File: src/hw/rtl/mrqs_pkg.sv
// ============================================================================
// mrqs_pkg
// Shared types, operation codes and defaults of the ready-queue scheduler.
// ============================================================================
package mrqs_pkg;

    localparam int NUM_PROCESSES_DEF     = 16;
    localparam int NUM_LEVELS_DEF        = 6;
    localparam int USER_SETTABLE_MAX_DEF = 6;

    localparam int PID_FW  = 4;
    localparam int PRIO_FW = 3;
    localparam int OP_W    = 3;

    localparam logic [PID_FW-1:0] PTP_RESET = 4'd15;

    localparam logic [OP_W-1:0] OP_ADMIT   = 3'd0;
    localparam logic [OP_W-1:0] OP_RELEASE = 3'd1;
    localparam logic [OP_W-1:0] OP_SETPRIO = 3'd2;
    localparam logic [OP_W-1:0] OP_BLOCK   = 3'd3;
    localparam logic [OP_W-1:0] OP_RDYBLK  = 3'd4;
    localparam logic [OP_W-1:0] OP_RDYPID  = 3'd5;
    localparam logic [OP_W-1:0] OP_GETPRIO = 3'd6;

    localparam logic [1:0] ST_NEW     = 2'd0;
    localparam logic [1:0] ST_READY   = 2'd1;
    localparam logic [1:0] ST_RUN     = 2'd2;
    localparam logic [1:0] ST_BLOCKED = 2'd3;

    typedef struct packed {
        logic [OP_W-1:0]    operation;
        logic [PID_FW-1:0]  target_pid;
        logic [PRIO_FW-1:0] new_priority;
        logic               preempt;
    } req_beat_t;

    typedef struct packed {
        logic               status;
        logic [PID_FW-1:0]  running_pid_out;
        logic               running_valid_out;
        logic [PRIO_FW-1:0] priority_out;
    } rsp_beat_t;

endpackage

File: src/hw/rtl/mrqs_entry_ram.sv
// ============================================================================
// mrqs_entry_ram
// Per-process table: synchronous RAM with registered read and one valid bit
// per entry; an entry never written reads as all zeros.
// ============================================================================
module mrqs_entry_ram #(
    parameter int DEPTH = 16,
    parameter int WIDTH = 10
) (
    input  logic                     clk,
    input  logic                     rst_n,
    input  logic                     re,
    input  logic [$clog2(DEPTH)-1:0] raddr,
    input  logic                     we,
    input  logic [$clog2(DEPTH)-1:0] waddr,
    input  logic [WIDTH-1:0]         wdata,
    output logic [WIDTH-1:0]         rdata
);

    logic [WIDTH-1:0] mem [DEPTH];
    logic [DEPTH-1:0] vld_reg;
    logic [WIDTH-1:0] rdata_reg;
    logic             rvld_reg;

    always_ff @(posedge clk)
    begin
        if (we)
        begin
            mem[waddr] <= wdata;
        end
        if (re)
        begin
            rdata_reg <= mem[raddr];
        end
    end

    always_ff @(posedge clk or negedge rst_n)
    begin
        if (!rst_n)
        begin
            vld_reg  <= '0;
            rvld_reg <= 1'b0;
        end
        else
        begin
            if (we)
            begin
                vld_reg[waddr] <= 1'b1;
            end
            if (re)
            begin
                rvld_reg <= vld_reg[raddr];
            end
        end
    end

    assign rdata = rvld_reg ? rdata_reg : '0;

endmodule

File: src/hw/rtl/mrqs_seq.sv
// ============================================================================
// mrqs_seq
// Operation sequencer: keeps the queue head/tail registers and the running
// process, and walks the per-process table through read-modify-write steps.
// ============================================================================
module mrqs_seq #(
    parameter int NUM_PROCESSES     = 16,
    parameter int NUM_LEVELS        = 6,
    parameter int USER_SETTABLE_MAX = 6,
    localparam int PW = $clog2(NUM_PROCESSES),
    localparam int LW = $clog2(NUM_LEVELS),
    localparam int EW = LW + 2 + PW + 1
) (
    input  logic                        clk,
    input  logic                        rst_n,
    input  logic                        start,
    input  mrqs_pkg::req_beat_t         cmd,
    input  logic [mrqs_pkg::PID_FW-1:0] ptp,
    input  logic                        ack,
    output logic                        idle,
    output logic                        done,
    output mrqs_pkg::rsp_beat_t         result,
    output logic                        mem_re,
    output logic [PW-1:0]               mem_raddr,
    output logic                        mem_we,
    output logic [PW-1:0]               mem_waddr,
    output logic [EW-1:0]               mem_wdata,
    input  logic [EW-1:0]               mem_rdata
);
    import mrqs_pkg::*;

    localparam logic [4:0] S_IDLE     = 5'd0;
    localparam logic [4:0] S_DECODE   = 5'd1;
    localparam logic [4:0] S_PUSH     = 5'd2;
    localparam logic [4:0] S_PUSH_RD  = 5'd3;
    localparam logic [4:0] S_REL      = 5'd4;
    localparam logic [4:0] S_REL_A    = 5'd5;
    localparam logic [4:0] S_REL_PICK = 5'd6;
    localparam logic [4:0] S_REL_POP  = 5'd7;
    localparam logic [4:0] S_REL_CHK  = 5'd8;
    localparam logic [4:0] S_REL_FIX  = 5'd9;
    localparam logic [4:0] S_REL_FIX2 = 5'd10;
    localparam logic [4:0] S_SP_RD    = 5'd11;
    localparam logic [4:0] S_SP_W1    = 5'd12;
    localparam logic [4:0] S_SP_W2    = 5'd13;
    localparam logic [4:0] S_SP_SET   = 5'd14;
    localparam logic [4:0] S_BLK_RD   = 5'd15;
    localparam logic [4:0] S_B4_RD    = 5'd16;
    localparam logic [4:0] S_R5_RD    = 5'd17;
    localparam logic [4:0] S_G6_RD    = 5'd18;
    localparam logic [4:0] S_FIN      = 5'd19;

    localparam logic KIND_R = 1'b0;
    localparam logic KIND_B = 1'b1;

    localparam logic [PW-1:0] CNT_LAST = PW'(NUM_PROCESSES - 1);

    function automatic logic [EW-1:0] ent(input logic [LW-1:0] l, input logic [1:0] s,
                                          input logic [PW-1:0] n, input logic v);
        return {l, s, n, v};
    endfunction

    // System level wins, then the lowest non-empty level.
    function automatic logic [LW:0] pick_level(input logic [NUM_LEVELS-1:0] v);
        logic [LW:0] r;
        r = '0;
        for (int i = NUM_LEVELS - 2; i >= 0; i--)
        begin
            if (v[i])
            begin
                r = {1'b1, LW'(i)};
            end
        end
        if (v[NUM_LEVELS-1])
        begin
            r = {1'b1, LW'(NUM_LEVELS - 1)};
        end
        return r;
    endfunction

    logic [4:0]            state_reg, state_next;
    logic [4:0]            ret_reg, ret_next;
    req_beat_t             cmd_reg, cmd_next;
    logic [PW-1:0]         run_pid_reg, run_pid_next;
    logic                  run_vld_reg, run_vld_next;
    logic                  err_reg, err_next;
    logic [LW-1:0]         prio_out_reg, prio_out_next;
    logic [PW-1:0]         qhead_reg [2][NUM_LEVELS];
    logic [PW-1:0]         qhead_next [2][NUM_LEVELS];
    logic [PW-1:0]         qtail_reg [2][NUM_LEVELS];
    logic [PW-1:0]         qtail_next [2][NUM_LEVELS];
    logic [NUM_LEVELS-1:0] qhv_reg [2];
    logic [NUM_LEVELS-1:0] qhv_next [2];
    logic                  qk_reg, qk_next;
    logic [LW-1:0]         ql_reg, ql_next;
    logic [PW-1:0]         qn_reg, qn_next;
    logic [PW-1:0]         t_reg, t_next;
    logic [PW-1:0]         old_reg, old_next;
    logic                  had_reg, had_next;
    logic [PW-1:0]         p_reg, p_next;
    logic [PW-1:0]         prev_reg, prev_next;
    logic [PW-1:0]         cnt_reg, cnt_next;
    logic [EW-1:0]         snap_reg, snap_next;
    logic [EW-1:0]         prevsnap_reg, prevsnap_next;

    logic [LW-1:0] rd_lvl;
    logic [1:0]    rd_st;
    logic [PW-1:0] rd_nxt;
    logic          rd_lnk;
    logic [PW-1:0] pid_c;
    logic [LW-1:0] prio_c;
    logic          pid_ok, lvl_ok, sp_ok, is_rel, rel_pre, rel_ok, sp_move;
    logic [LW:0]   rscan, bscan;

    assign rd_lvl = mem_rdata[EW-1:EW-LW];
    assign rd_st  = mem_rdata[PW+2:PW+1];
    assign rd_nxt = mem_rdata[PW:1];
    assign rd_lnk = mem_rdata[0];

    assign pid_c   = PW'(cmd_reg.target_pid);
    assign prio_c  = LW'(cmd_reg.new_priority);
    assign pid_ok  = int'(cmd_reg.target_pid) < NUM_PROCESSES;
    assign lvl_ok  = int'(cmd_reg.new_priority) < NUM_LEVELS;
    assign sp_ok   = int'(cmd_reg.target_pid) >= 1 && pid_ok
                     && int'(cmd_reg.target_pid) <= USER_SETTABLE_MAX
                     && int'(cmd_reg.new_priority) <= NUM_LEVELS - 3;
    assign is_rel  = cmd_reg.operation == OP_RELEASE;
    assign rel_pre = is_rel && cmd_reg.preempt;
    assign rel_ok  = !had_reg || p_reg == old_reg || rd_st == ST_NEW || rd_st == ST_READY;
    assign sp_move = rd_st != ST_BLOCKED && !(run_vld_reg && run_pid_reg == pid_c);
    assign rscan   = pick_level(qhv_reg[KIND_R]);
    assign bscan   = pick_level(qhv_reg[KIND_B]);

    always_comb
    begin
        state_next    = state_reg;
        ret_next      = ret_reg;
        cmd_next      = cmd_reg;
        run_pid_next  = run_pid_reg;
        run_vld_next  = run_vld_reg;
        err_next      = err_reg;
        prio_out_next = prio_out_reg;
        qhead_next    = qhead_reg;
        qtail_next    = qtail_reg;
        qhv_next      = qhv_reg;
        qk_next       = qk_reg;
        ql_next       = ql_reg;
        qn_next       = qn_reg;
        t_next        = t_reg;
        old_next      = old_reg;
        had_next      = had_reg;
        p_next        = p_reg;
        prev_next     = prev_reg;
        cnt_next      = cnt_reg;
        snap_next     = snap_reg;
        prevsnap_next = prevsnap_reg;
        mem_re        = 1'b0;
        mem_raddr     = '0;
        mem_we        = 1'b0;
        mem_waddr     = '0;
        mem_wdata     = '0;

        unique case (state_reg)
            S_IDLE:
            begin
                if (start)
                begin
                    cmd_next   = cmd;
                    state_next = S_DECODE;
                end
            end
            S_DECODE:
            begin
                err_next      = 1'b0;
                prio_out_next = '0;
                state_next    = S_FIN;
                unique case (cmd_reg.operation) inside
                    OP_ADMIT:
                    begin
                        if (!pid_ok || !lvl_ok || (run_vld_reg && run_pid_reg == pid_c))
                        begin
                            err_next = 1'b1;
                        end
                        else
                        begin
                            mem_we     = 1'b1;
                            mem_waddr  = pid_c;
                            mem_wdata  = ent(prio_c, ST_NEW, '0, 1'b0);
                            qk_next    = KIND_R;
                            ql_next    = prio_c;
                            qn_next    = pid_c;
                            ret_next   = S_FIN;
                            state_next = S_PUSH;
                        end
                    end
                    OP_RELEASE:
                    begin
                        state_next = S_REL;
                    end
                    OP_SETPRIO:
                    begin
                        if (!sp_ok)
                        begin
                            err_next = 1'b1;
                        end
                        else
                        begin
                            mem_re     = 1'b1;
                            mem_raddr  = pid_c;
                            state_next = S_SP_RD;
                        end
                    end
                    OP_BLOCK:
                    begin
                        if (!run_vld_reg)
                        begin
                            err_next = 1'b1;
                        end
                        else
                        begin
                            mem_re     = 1'b1;
                            mem_raddr  = run_pid_reg;
                            state_next = S_BLK_RD;
                        end
                    end
                    OP_RDYBLK:
                    begin
                        if (!bscan[LW])
                        begin
                            err_next = 1'b1;
                        end
                        else
                        begin
                            p_next     = qhead_reg[KIND_B][bscan[LW-1:0]];
                            ql_next    = bscan[LW-1:0];
                            mem_re     = 1'b1;
                            mem_raddr  = qhead_reg[KIND_B][bscan[LW-1:0]];
                            state_next = S_B4_RD;
                        end
                    end
                    OP_RDYPID, OP_GETPRIO:
                    begin
                        if (!pid_ok)
                        begin
                            err_next = 1'b1;
                        end
                        else
                        begin
                            mem_re     = 1'b1;
                            mem_raddr  = pid_c;
                            state_next = (cmd_reg.operation == OP_RDYPID) ? S_R5_RD : S_G6_RD;
                        end
                    end
                    default:
                    begin
                        err_next = 1'b1;
                    end
                endcase
            end
            // Append qn to queue (qk, ql); its own entry was written just before.
            S_PUSH:
            begin
                if (!qhv_reg[qk_reg][ql_reg])
                begin
                    qhead_next[qk_reg][ql_reg] = qn_reg;
                    qtail_next[qk_reg][ql_reg] = qn_reg;
                    qhv_next[qk_reg][ql_reg]   = 1'b1;
                    state_next                 = ret_reg;
                end
                else
                begin
                    t_next                     = qtail_reg[qk_reg][ql_reg];
                    qtail_next[qk_reg][ql_reg] = qn_reg;
                    if (int'(qtail_reg[qk_reg][ql_reg]) < NUM_PROCESSES)
                    begin
                        mem_re     = 1'b1;
                        mem_raddr  = qtail_reg[qk_reg][ql_reg];
                        state_next = S_PUSH_RD;
                    end
                    else
                    begin
                        state_next = ret_reg;
                    end
                end
            end
            S_PUSH_RD:
            begin
                mem_we     = 1'b1;
                mem_waddr  = t_reg;
                mem_wdata  = ent(rd_lvl, rd_st, qn_reg, 1'b1);
                state_next = ret_reg;
            end
            S_REL:
            begin
                had_next = run_vld_reg;
                old_next = run_pid_reg;
                if (run_vld_reg)
                begin
                    mem_re     = 1'b1;
                    mem_raddr  = run_pid_reg;
                    state_next = S_REL_A;
                end
                else
                begin
                    state_next = S_REL_PICK;
                end
            end
            S_REL_A:
            begin
                if (rd_st == ST_RUN)
                begin
                    mem_we     = 1'b1;
                    mem_waddr  = old_reg;
                    mem_wdata  = ent(rd_lvl, ST_READY, '0, 1'b0);
                    qk_next    = KIND_R;
                    ql_next    = rd_lvl;
                    qn_next    = old_reg;
                    ret_next   = S_REL_PICK;
                    state_next = S_PUSH;
                end
                else
                begin
                    state_next = S_REL_PICK;
                end
            end
            S_REL_PICK:
            begin
                if (rel_pre && int'(ptp) < NUM_PROCESSES)
                begin
                    p_next     = PW'(ptp);
                    mem_re     = 1'b1;
                    mem_raddr  = PW'(ptp);
                    state_next = S_REL_CHK;
                end
                else if (!rscan[LW])
                begin
                    if (is_rel)
                    begin
                        err_next = 1'b1;
                    end
                    state_next = S_FIN;
                end
                else
                begin
                    p_next     = qhead_reg[KIND_R][rscan[LW-1:0]];
                    ql_next    = rscan[LW-1:0];
                    mem_re     = 1'b1;
                    mem_raddr  = qhead_reg[KIND_R][rscan[LW-1:0]];
                    state_next = S_REL_POP;
                end
            end
            S_REL_POP:
            begin
                if (p_reg == qtail_reg[KIND_R][ql_reg] || !rd_lnk)
                begin
                    qhv_next[KIND_R][ql_reg] = 1'b0;
                end
                else
                begin
                    qhead_next[KIND_R][ql_reg] = rd_nxt;
                end
                mem_we    = 1'b1;
                mem_waddr = p_reg;
                if (rel_ok)
                begin
                    mem_wdata    = ent(rd_lvl, ST_RUN, rd_nxt, 1'b0);
                    run_pid_next = p_reg;
                    run_vld_next = 1'b1;
                    state_next   = S_FIN;
                end
                else
                begin
                    mem_wdata  = ent(rd_lvl, rd_st, rd_nxt, 1'b0);
                    err_next   = is_rel ? 1'b1 : err_reg;
                    state_next = S_REL_FIX;
                end
            end
            S_REL_CHK:
            begin
                if (rel_ok)
                begin
                    mem_we       = 1'b1;
                    mem_waddr    = p_reg;
                    mem_wdata    = ent(rd_lvl, ST_RUN, rd_nxt, rd_lnk);
                    run_pid_next = p_reg;
                    run_vld_next = 1'b1;
                    state_next   = S_FIN;
                end
                else
                begin
                    err_next   = is_rel ? 1'b1 : err_reg;
                    state_next = S_REL_FIX;
                end
            end
            S_REL_FIX:
            begin
                mem_re     = 1'b1;
                mem_raddr  = old_reg;
                state_next = S_REL_FIX2;
            end
            S_REL_FIX2:
            begin
                mem_we     = 1'b1;
                mem_waddr  = old_reg;
                mem_wdata  = ent(rd_lvl, ST_RUN, rd_nxt, rd_lnk);
                state_next = S_FIN;
            end
            S_SP_RD:
            begin
                snap_next = mem_rdata;
                if (rd_lvl == prio_c)
                begin
                    state_next = S_FIN;
                end
                else if (sp_move)
                begin
                    ql_next = rd_lvl;
                    if (!qhv_reg[KIND_R][rd_lvl])
                    begin
                        err_next   = 1'b1;
                        state_next = S_FIN;
                    end
                    else if (qhead_reg[KIND_R][rd_lvl] == pid_c)
                    begin
                        if (pid_c == qtail_reg[KIND_R][rd_lvl] || !rd_lnk)
                        begin
                            qhv_next[KIND_R][rd_lvl] = 1'b0;
                        end
                        else
                        begin
                            qhead_next[KIND_R][rd_lvl] = rd_nxt;
                        end
                        state_next = S_SP_SET;
                    end
                    else
                    begin
                        prev_next  = qhead_reg[KIND_R][rd_lvl];
                        cnt_next   = '0;
                        mem_re     = 1'b1;
                        mem_raddr  = qhead_reg[KIND_R][rd_lvl];
                        state_next = S_SP_W1;
                    end
                end
                else
                begin
                    mem_we     = 1'b1;
                    mem_waddr  = pid_c;
                    mem_wdata  = ent(prio_c, rd_st, rd_nxt, rd_lnk);
                    state_next = S_REL;
                end
            end
            // One link of the walk per cycle; the entry of prev is on the read port.
            S_SP_W1:
            begin
                if (!rd_lnk)
                begin
                    err_next   = 1'b1;
                    state_next = S_FIN;
                end
                else if (rd_nxt == pid_c)
                begin
                    prevsnap_next = mem_rdata;
                    mem_re        = 1'b1;
                    mem_raddr     = pid_c;
                    state_next    = S_SP_W2;
                end
                else if (cnt_reg == CNT_LAST)
                begin
                    err_next   = 1'b1;
                    state_next = S_FIN;
                end
                else
                begin
                    prev_next = rd_nxt;
                    cnt_next  = cnt_reg + 1'b1;
                    mem_re    = 1'b1;
                    mem_raddr = rd_nxt;
                end
            end
            S_SP_W2:
            begin
                if (!rd_lnk)
                begin
                    qtail_next[KIND_R][ql_reg] = prev_reg;
                end
                mem_we     = 1'b1;
                mem_waddr  = prev_reg;
                mem_wdata  = ent(prevsnap_reg[EW-1:EW-LW], prevsnap_reg[PW+2:PW+1],
                                 rd_nxt, rd_lnk);
                state_next = S_SP_SET;
            end
            S_SP_SET:
            begin
                mem_we     = 1'b1;
                mem_waddr  = pid_c;
                mem_wdata  = ent(prio_c, snap_reg[PW+2:PW+1], '0, 1'b0);
                qk_next    = KIND_R;
                ql_next    = prio_c;
                qn_next    = pid_c;
                ret_next   = S_REL;
                state_next = S_PUSH;
            end
            S_BLK_RD:
            begin
                if (rd_st == ST_BLOCKED)
                begin
                    err_next   = 1'b1;
                    state_next = S_FIN;
                end
                else
                begin
                    mem_we     = 1'b1;
                    mem_waddr  = run_pid_reg;
                    mem_wdata  = ent(rd_lvl, ST_BLOCKED, '0, 1'b0);
                    qk_next    = KIND_B;
                    ql_next    = rd_lvl;
                    qn_next    = run_pid_reg;
                    ret_next   = S_FIN;
                    state_next = S_PUSH;
                end
            end
            S_B4_RD:
            begin
                if (p_reg == qtail_reg[KIND_B][ql_reg] || !rd_lnk)
                begin
                    qhv_next[KIND_B][ql_reg] = 1'b0;
                end
                else
                begin
                    qhead_next[KIND_B][ql_reg] = rd_nxt;
                end
                prio_out_next = rd_lvl;
                mem_we        = 1'b1;
                mem_waddr     = p_reg;
                mem_wdata     = ent(rd_lvl, ST_READY, '0, 1'b0);
                qk_next       = KIND_R;
                ql_next       = rd_lvl;
                qn_next       = p_reg;
                ret_next      = S_FIN;
                state_next    = S_PUSH;
            end
            S_R5_RD:
            begin
                mem_we     = 1'b1;
                mem_waddr  = pid_c;
                mem_wdata  = ent(rd_lvl, ST_READY, '0, 1'b0);
                qk_next    = KIND_R;
                ql_next    = rd_lvl;
                qn_next    = pid_c;
                ret_next   = S_FIN;
                state_next = S_PUSH;
            end
            S_G6_RD:
            begin
                prio_out_next = rd_lvl;
                state_next    = S_FIN;
            end
            S_FIN:
            begin
                if (ack)
                begin
                    state_next = S_IDLE;
                end
            end
            default:
            begin
                state_next = S_IDLE;
            end
        endcase
    end

    always_ff @(posedge clk or negedge rst_n)
    begin
        if (!rst_n)
        begin
            state_reg   <= S_IDLE;
            run_pid_reg <= '0;
            run_vld_reg <= 1'b0;
            qhv_reg     <= '{default: '0};
        end
        else
        begin
            state_reg   <= state_next;
            run_pid_reg <= run_pid_next;
            run_vld_reg <= run_vld_next;
            qhv_reg     <= qhv_next;
        end
    end

    always_ff @(posedge clk)
    begin
        ret_reg      <= ret_next;
        cmd_reg      <= cmd_next;
        err_reg      <= err_next;
        prio_out_reg <= prio_out_next;
        qhead_reg    <= qhead_next;
        qtail_reg    <= qtail_next;
        qk_reg       <= qk_next;
        ql_reg       <= ql_next;
        qn_reg       <= qn_next;
        t_reg        <= t_next;
        old_reg      <= old_next;
        had_reg      <= had_next;
        p_reg        <= p_next;
        prev_reg     <= prev_next;
        cnt_reg      <= cnt_next;
        snap_reg     <= snap_next;
        prevsnap_reg <= prevsnap_next;
    end

    assign idle                     = state_reg == S_IDLE;
    assign done                     = state_reg == S_FIN;
    assign result.status            = err_reg;
    assign result.running_pid_out   = PID_FW'(run_pid_reg);
    assign result.running_valid_out = run_vld_reg;
    assign result.priority_out      = PRIO_FW'(prio_out_reg);

endmodule

File: src/hw/rtl/multilevel_ready_queue_scheduler.sv
// ============================================================================
// multilevel_ready_queue_scheduler
// Six-level ready/blocked queue scheduler executing one kernel operation per
// request beat and returning one response beat.
// ============================================================================
//  channel | handshake            | payload
//  --------+----------------------+--------------------------
//  req     | req_valid/req_stall  | req (operation, pid, ...)
//  rsp     | rsp_valid/rsp_stall  | rsp (status, running, ...)
//  cfg     | cfg_we               | cfg_wdata (preempt target)
//
// The sequencer takes one request at a time; a request is held off while
// it works. Its duration is set by the process table, which has one read
// port and one write port with registered read: most field updates are a
// read followed by a write of the modified entry.
// Reset clears the queues and the running process at once; no sweep.
// A request is taken whenever the sequencer is idle, even while a response
// is still stalled in the output register.
module multilevel_ready_queue_scheduler #(
    parameter int NUM_PROCESSES     = mrqs_pkg::NUM_PROCESSES_DEF,
    parameter int NUM_LEVELS        = mrqs_pkg::NUM_LEVELS_DEF,
    parameter int USER_SETTABLE_MAX = mrqs_pkg::USER_SETTABLE_MAX_DEF
) (
    input  logic                        clk,
    input  logic                        rst_n,
    input  logic                        req_valid,
    output logic                        req_stall,
    input  mrqs_pkg::req_beat_t         req,
    output logic                        rsp_valid,
    input  logic                        rsp_stall,
    output mrqs_pkg::rsp_beat_t         rsp,
    input  logic                        cfg_we,
    input  logic [mrqs_pkg::PID_FW-1:0] cfg_wdata
);
    import mrqs_pkg::*;

    localparam int PW = $clog2(NUM_PROCESSES);
    localparam int LW = $clog2(NUM_LEVELS);
    localparam int EW = LW + 2 + PW + 1;

    logic [PID_FW-1:0] ptp_reg;
    rsp_beat_t         rsp_reg;
    logic              rsp_valid_reg;
    logic              seq_idle, seq_done, ack;
    rsp_beat_t         seq_result;
    logic              mem_re, mem_we;
    logic [PW-1:0]     mem_raddr, mem_waddr;
    logic [EW-1:0]     mem_wdata, mem_rdata;

    assign ack       = !rsp_valid_reg || !rsp_stall;
    assign req_stall = !seq_idle;

    mrqs_seq #(
        .NUM_PROCESSES    (NUM_PROCESSES),
        .NUM_LEVELS       (NUM_LEVELS),
        .USER_SETTABLE_MAX(USER_SETTABLE_MAX)
    ) u_seq (
        .clk      (clk),
        .rst_n    (rst_n),
        .start    (req_valid && seq_idle),
        .cmd      (req),
        .ptp      (ptp_reg),
        .ack      (ack),
        .idle     (seq_idle),
        .done     (seq_done),
        .result   (seq_result),
        .mem_re   (mem_re),
        .mem_raddr(mem_raddr),
        .mem_we   (mem_we),
        .mem_waddr(mem_waddr),
        .mem_wdata(mem_wdata),
        .mem_rdata(mem_rdata)
    );

    mrqs_entry_ram #(
        .DEPTH(NUM_PROCESSES),
        .WIDTH(EW)
    ) u_ram (
        .clk  (clk),
        .rst_n(rst_n),
        .re   (mem_re),
        .raddr(mem_raddr),
        .we   (mem_we),
        .waddr(mem_waddr),
        .wdata(mem_wdata),
        .rdata(mem_rdata)
    );

    always_ff @(posedge clk or negedge rst_n)
    begin
        if (!rst_n)
        begin
            ptp_reg       <= PTP_RESET;
            rsp_valid_reg <= 1'b0;
        end
        else
        begin
            if (cfg_we)
            begin
                ptp_reg <= cfg_wdata;
            end
            if (seq_done && ack)
            begin
                rsp_valid_reg <= 1'b1;
            end
            else if (!rsp_stall)
            begin
                rsp_valid_reg <= 1'b0;
            end
        end
    end

    always_ff @(posedge clk)
    begin
        if (seq_done && ack)
        begin
            rsp_reg <= seq_result;
        end
    end

    assign rsp_valid = rsp_valid_reg;
    assign rsp       = rsp_reg;

endmodule

File: config.mk
export PLATFORM = sky130hd
export DESIGN_NAME = multilevel_ready_queue_scheduler
export DESIGN_NICKNAME = d
export VERILOG_FILES = /design/src/hw/rtl/mrqs_pkg.sv /design/src/hw/rtl/mrqs_entry_ram.sv /design/src/hw/rtl/mrqs_seq.sv /design/src/hw/rtl/multilevel_ready_queue_scheduler.sv
export SDC_FILE = /design/constraint.sdc
export NUM_CORES = 1
export LEC_CHECK = 0
export ABC_AREA = 1
export BUFFER_PORTS_ARGS = -buffer_cell sky130_fd_sc_hd__buf_2
export CAP_MARGIN = 20
export CORE_ASPECT_RATIO = 0.6
export CORE_UTILIZATION = 38
export CTS_BUF_LIST = sky130_fd_sc_hd__clkbuf_8 sky130_fd_sc_hd__clkbuf_16
export DETAILED_ROUTE_END_ITERATION = 16
export PLACE_DENSITY_LB_ADDON = 0.15
export SETUP_SLACK_MARGIN = 0.3
export SKIP_LAST_GASP = 1
export SLEW_MARGIN = 15
export SYNTH_ARGS = -nofsm -noshare
export SYNTH_HDL_FRONTEND = slang
export SYNTH_SLANG_ARGS = --single-unit
File: constraint.sdc
create_clock -name clk -period 4 [get_ports clk]
set_clock_uncertainty 0.1 [all_clocks]
set_input_delay 0 -clock clk [delete_from_list [all_inputs] [get_ports clk]]
set_output_delay 0 -clock clk [all_outputs]
set_load 0.05 [all_outputs]
==> results.txt <==
diode insertion count for antenna repair -> 0
Final Cycle Share -> 0.915
clk sink count -> 373
Achievable Freq -> 273 MHz
width of the die -> 297 um
most heavily used metal layer in global routing -> met1
final setup fails -> 0
GRT overflow -> 0
flip-flop count of the largest register after layout -> 160
proportion of synthesized area in mux cells -> 0.00171
relative area change from synthesis to final layout -> 16.8%
Synth Area per Inst -> 8.90 um^2
number of hold-slack violations in the final timing report -> 0
total detailed-routing wirelength -> 82600 um
met2 Track Usage GR -> 0.356
via count -> 18.1k
number of buffer cells added on primary ports -> 30
top fanout value on the critical path -> 10
cell count after synthesis -> 2225
compound-cell area share of the yosys netlist -> 0.136
HPWL after detailed placement -> 62500 um
share of async-settable or async-resettable flops after synthesis -> 0.118
worst setup margin -> 0.341 ns
met1 global-route usage -> 0.510
max-slew violation total from the final report -> 0
remaining antenna violation count -> 0
register bit total from synthesis -> 373
P_leak -> 9.28 nW
pin count of the biggest net entering global routing -> 44
number of levels the H-tree was split into -> 2
post-route DRC violation count -> 0
post-synthesis net count -> 2246
Area after DPL -> 21400 um^2
I/O pin count -> 31
ordered cell list for the critical path -> inv_2 > nand2_2 > nor2_1 > inv_1 > nor2_1 > buf_4 > nand2_1 > o2111ai_1 > a21oi_1 > nand2_1 > nand2_1 > nor2_1 > buf_12
synthesized-area fraction occupied by adder cells -> 0.000632
first-pass GRT wire length -> 117000 um
Via-to-Cell Ratio -> 5.87
clock transition at the registers of the reported paths -> 0.06 ns
clock root buffer -> clkbuf_16
detailed-router iteration count before antenna repair -> 7
Placer Congestion -> 1.09
sequential area share after synthesis -> 0.555
post-route minimum period -> 3.66 ns
reg2reg setup slack -> 0.34 ns
Detailed Route Iter0 Violations -> 2793
Worst Hold Depth -> 2
Critical R2R Launch -> u_seq.state_reg[4]
core box area -> 51200 um^2
number of distinct library cell variants in the gate-level netlist after synthesis -> 57
CP bufs+invs -> 4
layout net count -> 2373
worst setup path class -> flop to flop
unrepaired setup endpoints after global routing -> yes
depth of the most critical reg-to-reg path -> 13
sum of negative setup slack -> 0 ns
Clock Path Buffers -> 3
maximum VDD drop -> 0.327 mV
initial antenna violation count -> 3
worst skew pair latency -> 0.56 ns
clock tree from TritonCTS -> done
startpoint of the worst hold path -> req[7]
capturing point of the worst reg2reg path -> u_ram.mem[15][7]
Hold EP -> u_seq.pid_c[3]
critical path data required time -> 4.15 ns
post-synthesis instance area -> 19800 um^2
cell area power density -> 801 nW/um^2
transition at the pin with the smallest max-transition slack -> 1.03 ns
die span in y -> 179 um
slowest library cell on the worst path -> nor2_1
num rows -> 64
global-route usage over all layers -> 0.307
fraction of layout instances using a drive strength above 1 -> 0.116
final std cell area, no fill -> 23100 um^2
stage delay of the slowest cell on the critical path -> 0.59 ns
simple-gate share of the synthesized area -> 0.223
normalized max-slew margin -> 0.306
kind of end point of the critical path -> flop
Post-synth EDFFs -> 329
XOR/XNOR Fraction of Synth Area -> 0.00885
largest family of logic cells by synthesized area -> simple AND/OR/NAND/NOR gates
via count of the first global-routing pass -> 15.9k
fraction of the core area covered by cells at the end of the flow -> 0.452
number of warnings reported in the yosys synthesis log -> 0
number of max-capacitance violations reported -> 0
startpoint type of the worst setup path -> flop
routed length per instance -> 26.9 um
clock buffer count from CTS -> 40
GR Util met3 -> 0.114
CP top delay family -> simple AND/OR/NAND/NOR gates
Arr. time, crit path -> 3.81 ns
area of the die -> 53100 um^2
initial core utilization -> 0.387
Worst Hold Class -> input port to flop
most common flop cell mapped by yosys -> edfxtp_1
status -> complete, no violations
setup slack after placement -> 0.217 ns
[worst max-delay path by stage]
stage,from,to,slack [ns],cells past startpoint
2_1_floorplan,u_ram.rdata_reg[7],u_ram.mem[2][0],1.03,14
3_5_place_dp,u_ram.rdata_reg[7],u_ram.mem[3][9],0.22,14
4_1_cts,u_ram.rvld_reg,u_ram.mem[3][4],0.30,13
5_1_grt,u_seq.state_reg[4],u_ram.rvld_reg,0.27,19
6_report,u_seq.state_reg[4],u_ram.mem[15][7],0.34,13
3_3_place_gp,u_ram.rvld_reg,u_ram.mem[13][9],0.21,15
[routing by layer]
metal	vias to the layer above	wire, um
met5	-	0
met4	0	1320
met3	97	12700
li1	7993	-
met2	1244	28200
met1	8719	40400
[power breakdown]
group | internal, W | total, W | switching [W]
Sequential | 0.00545 | 0.00591 | 0.000463
Clock | 0.00227 | 0.00389 | 0.00162
Combinational | 0.00236 | 0.00871 | 0.00635
[final cells by class]
cell class	count	area, um^2
clock buffers	42	1040
flip-flops and latches	373	11000
well taps	693	867
multi-input cells	1496	7380
clock inverters	31	307
fillers	4997	28000
repair buffers	190	1590
inverters	251	952
[kinds of logic after synthesis]
logic type | count (synthesis)
compound gates | 453
xor+xnor | 20
fa+ha+maj | 1
buf+inv | 356
flops | 373
mux | 3
simple gates | 1019
[cells in the final DEF, fill, tap and decap left out, types with 5 or more instances in the layout]
cell and instances:
o22ai_1 42, nor2_1 178, o211ai_1 65, clkinv_1 11, nand2_2 7, clkbuf_16 41, buf_2 30, o32ai_1 13
o21a_1 7, edfxtp_1 329, dlygate4sd3_1 26, nor2_2 14, nand3_1 230, nand4_1 30, or2_1 8, inv_2 6
a21oi_1 77, inv_1 247, o221ai_1 10, nand2_1 503, xor2_1 12, a22oi_1 13, bufinv_16 6, dfrtp_1 39
or2_0 5, xnor2_1 8, o21ai_0 180, buf_12 13, o2111ai_1 6, clkinvlp_4 6, buf_4 119, o21ai_1 19
nor3_1 15
[metrics by stage]
stage / instances / hold WS, ns / power, W
2_1_floorplan: 2225 / -0.396 / 0.0107
3_3_place_gp: 2972 / -0.210 / 0.0142
3_5_place_dp: 2972 / -0.199 / 0.0142
4_1_cts: 3072 / 0.0318 / 0.0182
5_1_grt: 3076 / 0.0453 / 0.0193
6_report: 3076 / 0.0473 / 0.0185
[synthesized netlist by cell type, types with 10 or more instances]
library cell	count	share of area
o21ai_0	185	0.047
nand4_1	30	0.0095
o211ai_1	65	0.025
xor2_1	12	0.0053
buf_4	11	0.0042
a21oi_1	77	0.019
inv_1	239	0.045
edfxtp_1	329	0.50
o21ai_1	15	0.0038
o221ai_1	10	0.0044
a22oi_1	13	0.0049
nand3_1	232	0.059
o32ai_1	13	0.0057
clkbuf_1	47	0.0089
buf_2	28	0.0071
o22ai_1	42	0.013
nand2_1	505	0.096
nor3_1	15	0.0038
nor2_2	13	0.0041
nor2_1	181	0.034
dfrtp_1	40	0.051
[timing repair]
action	4_1_cts	5_1_grt
endpoints found under the setup margin	98	200
resized for setup	1	16
hold endpoints to repair	71	0
setup buffers	1	4
pin swaps	0	2
hold buffers	26	0
No activity file was read; power rests on OpenSTA's default activity.
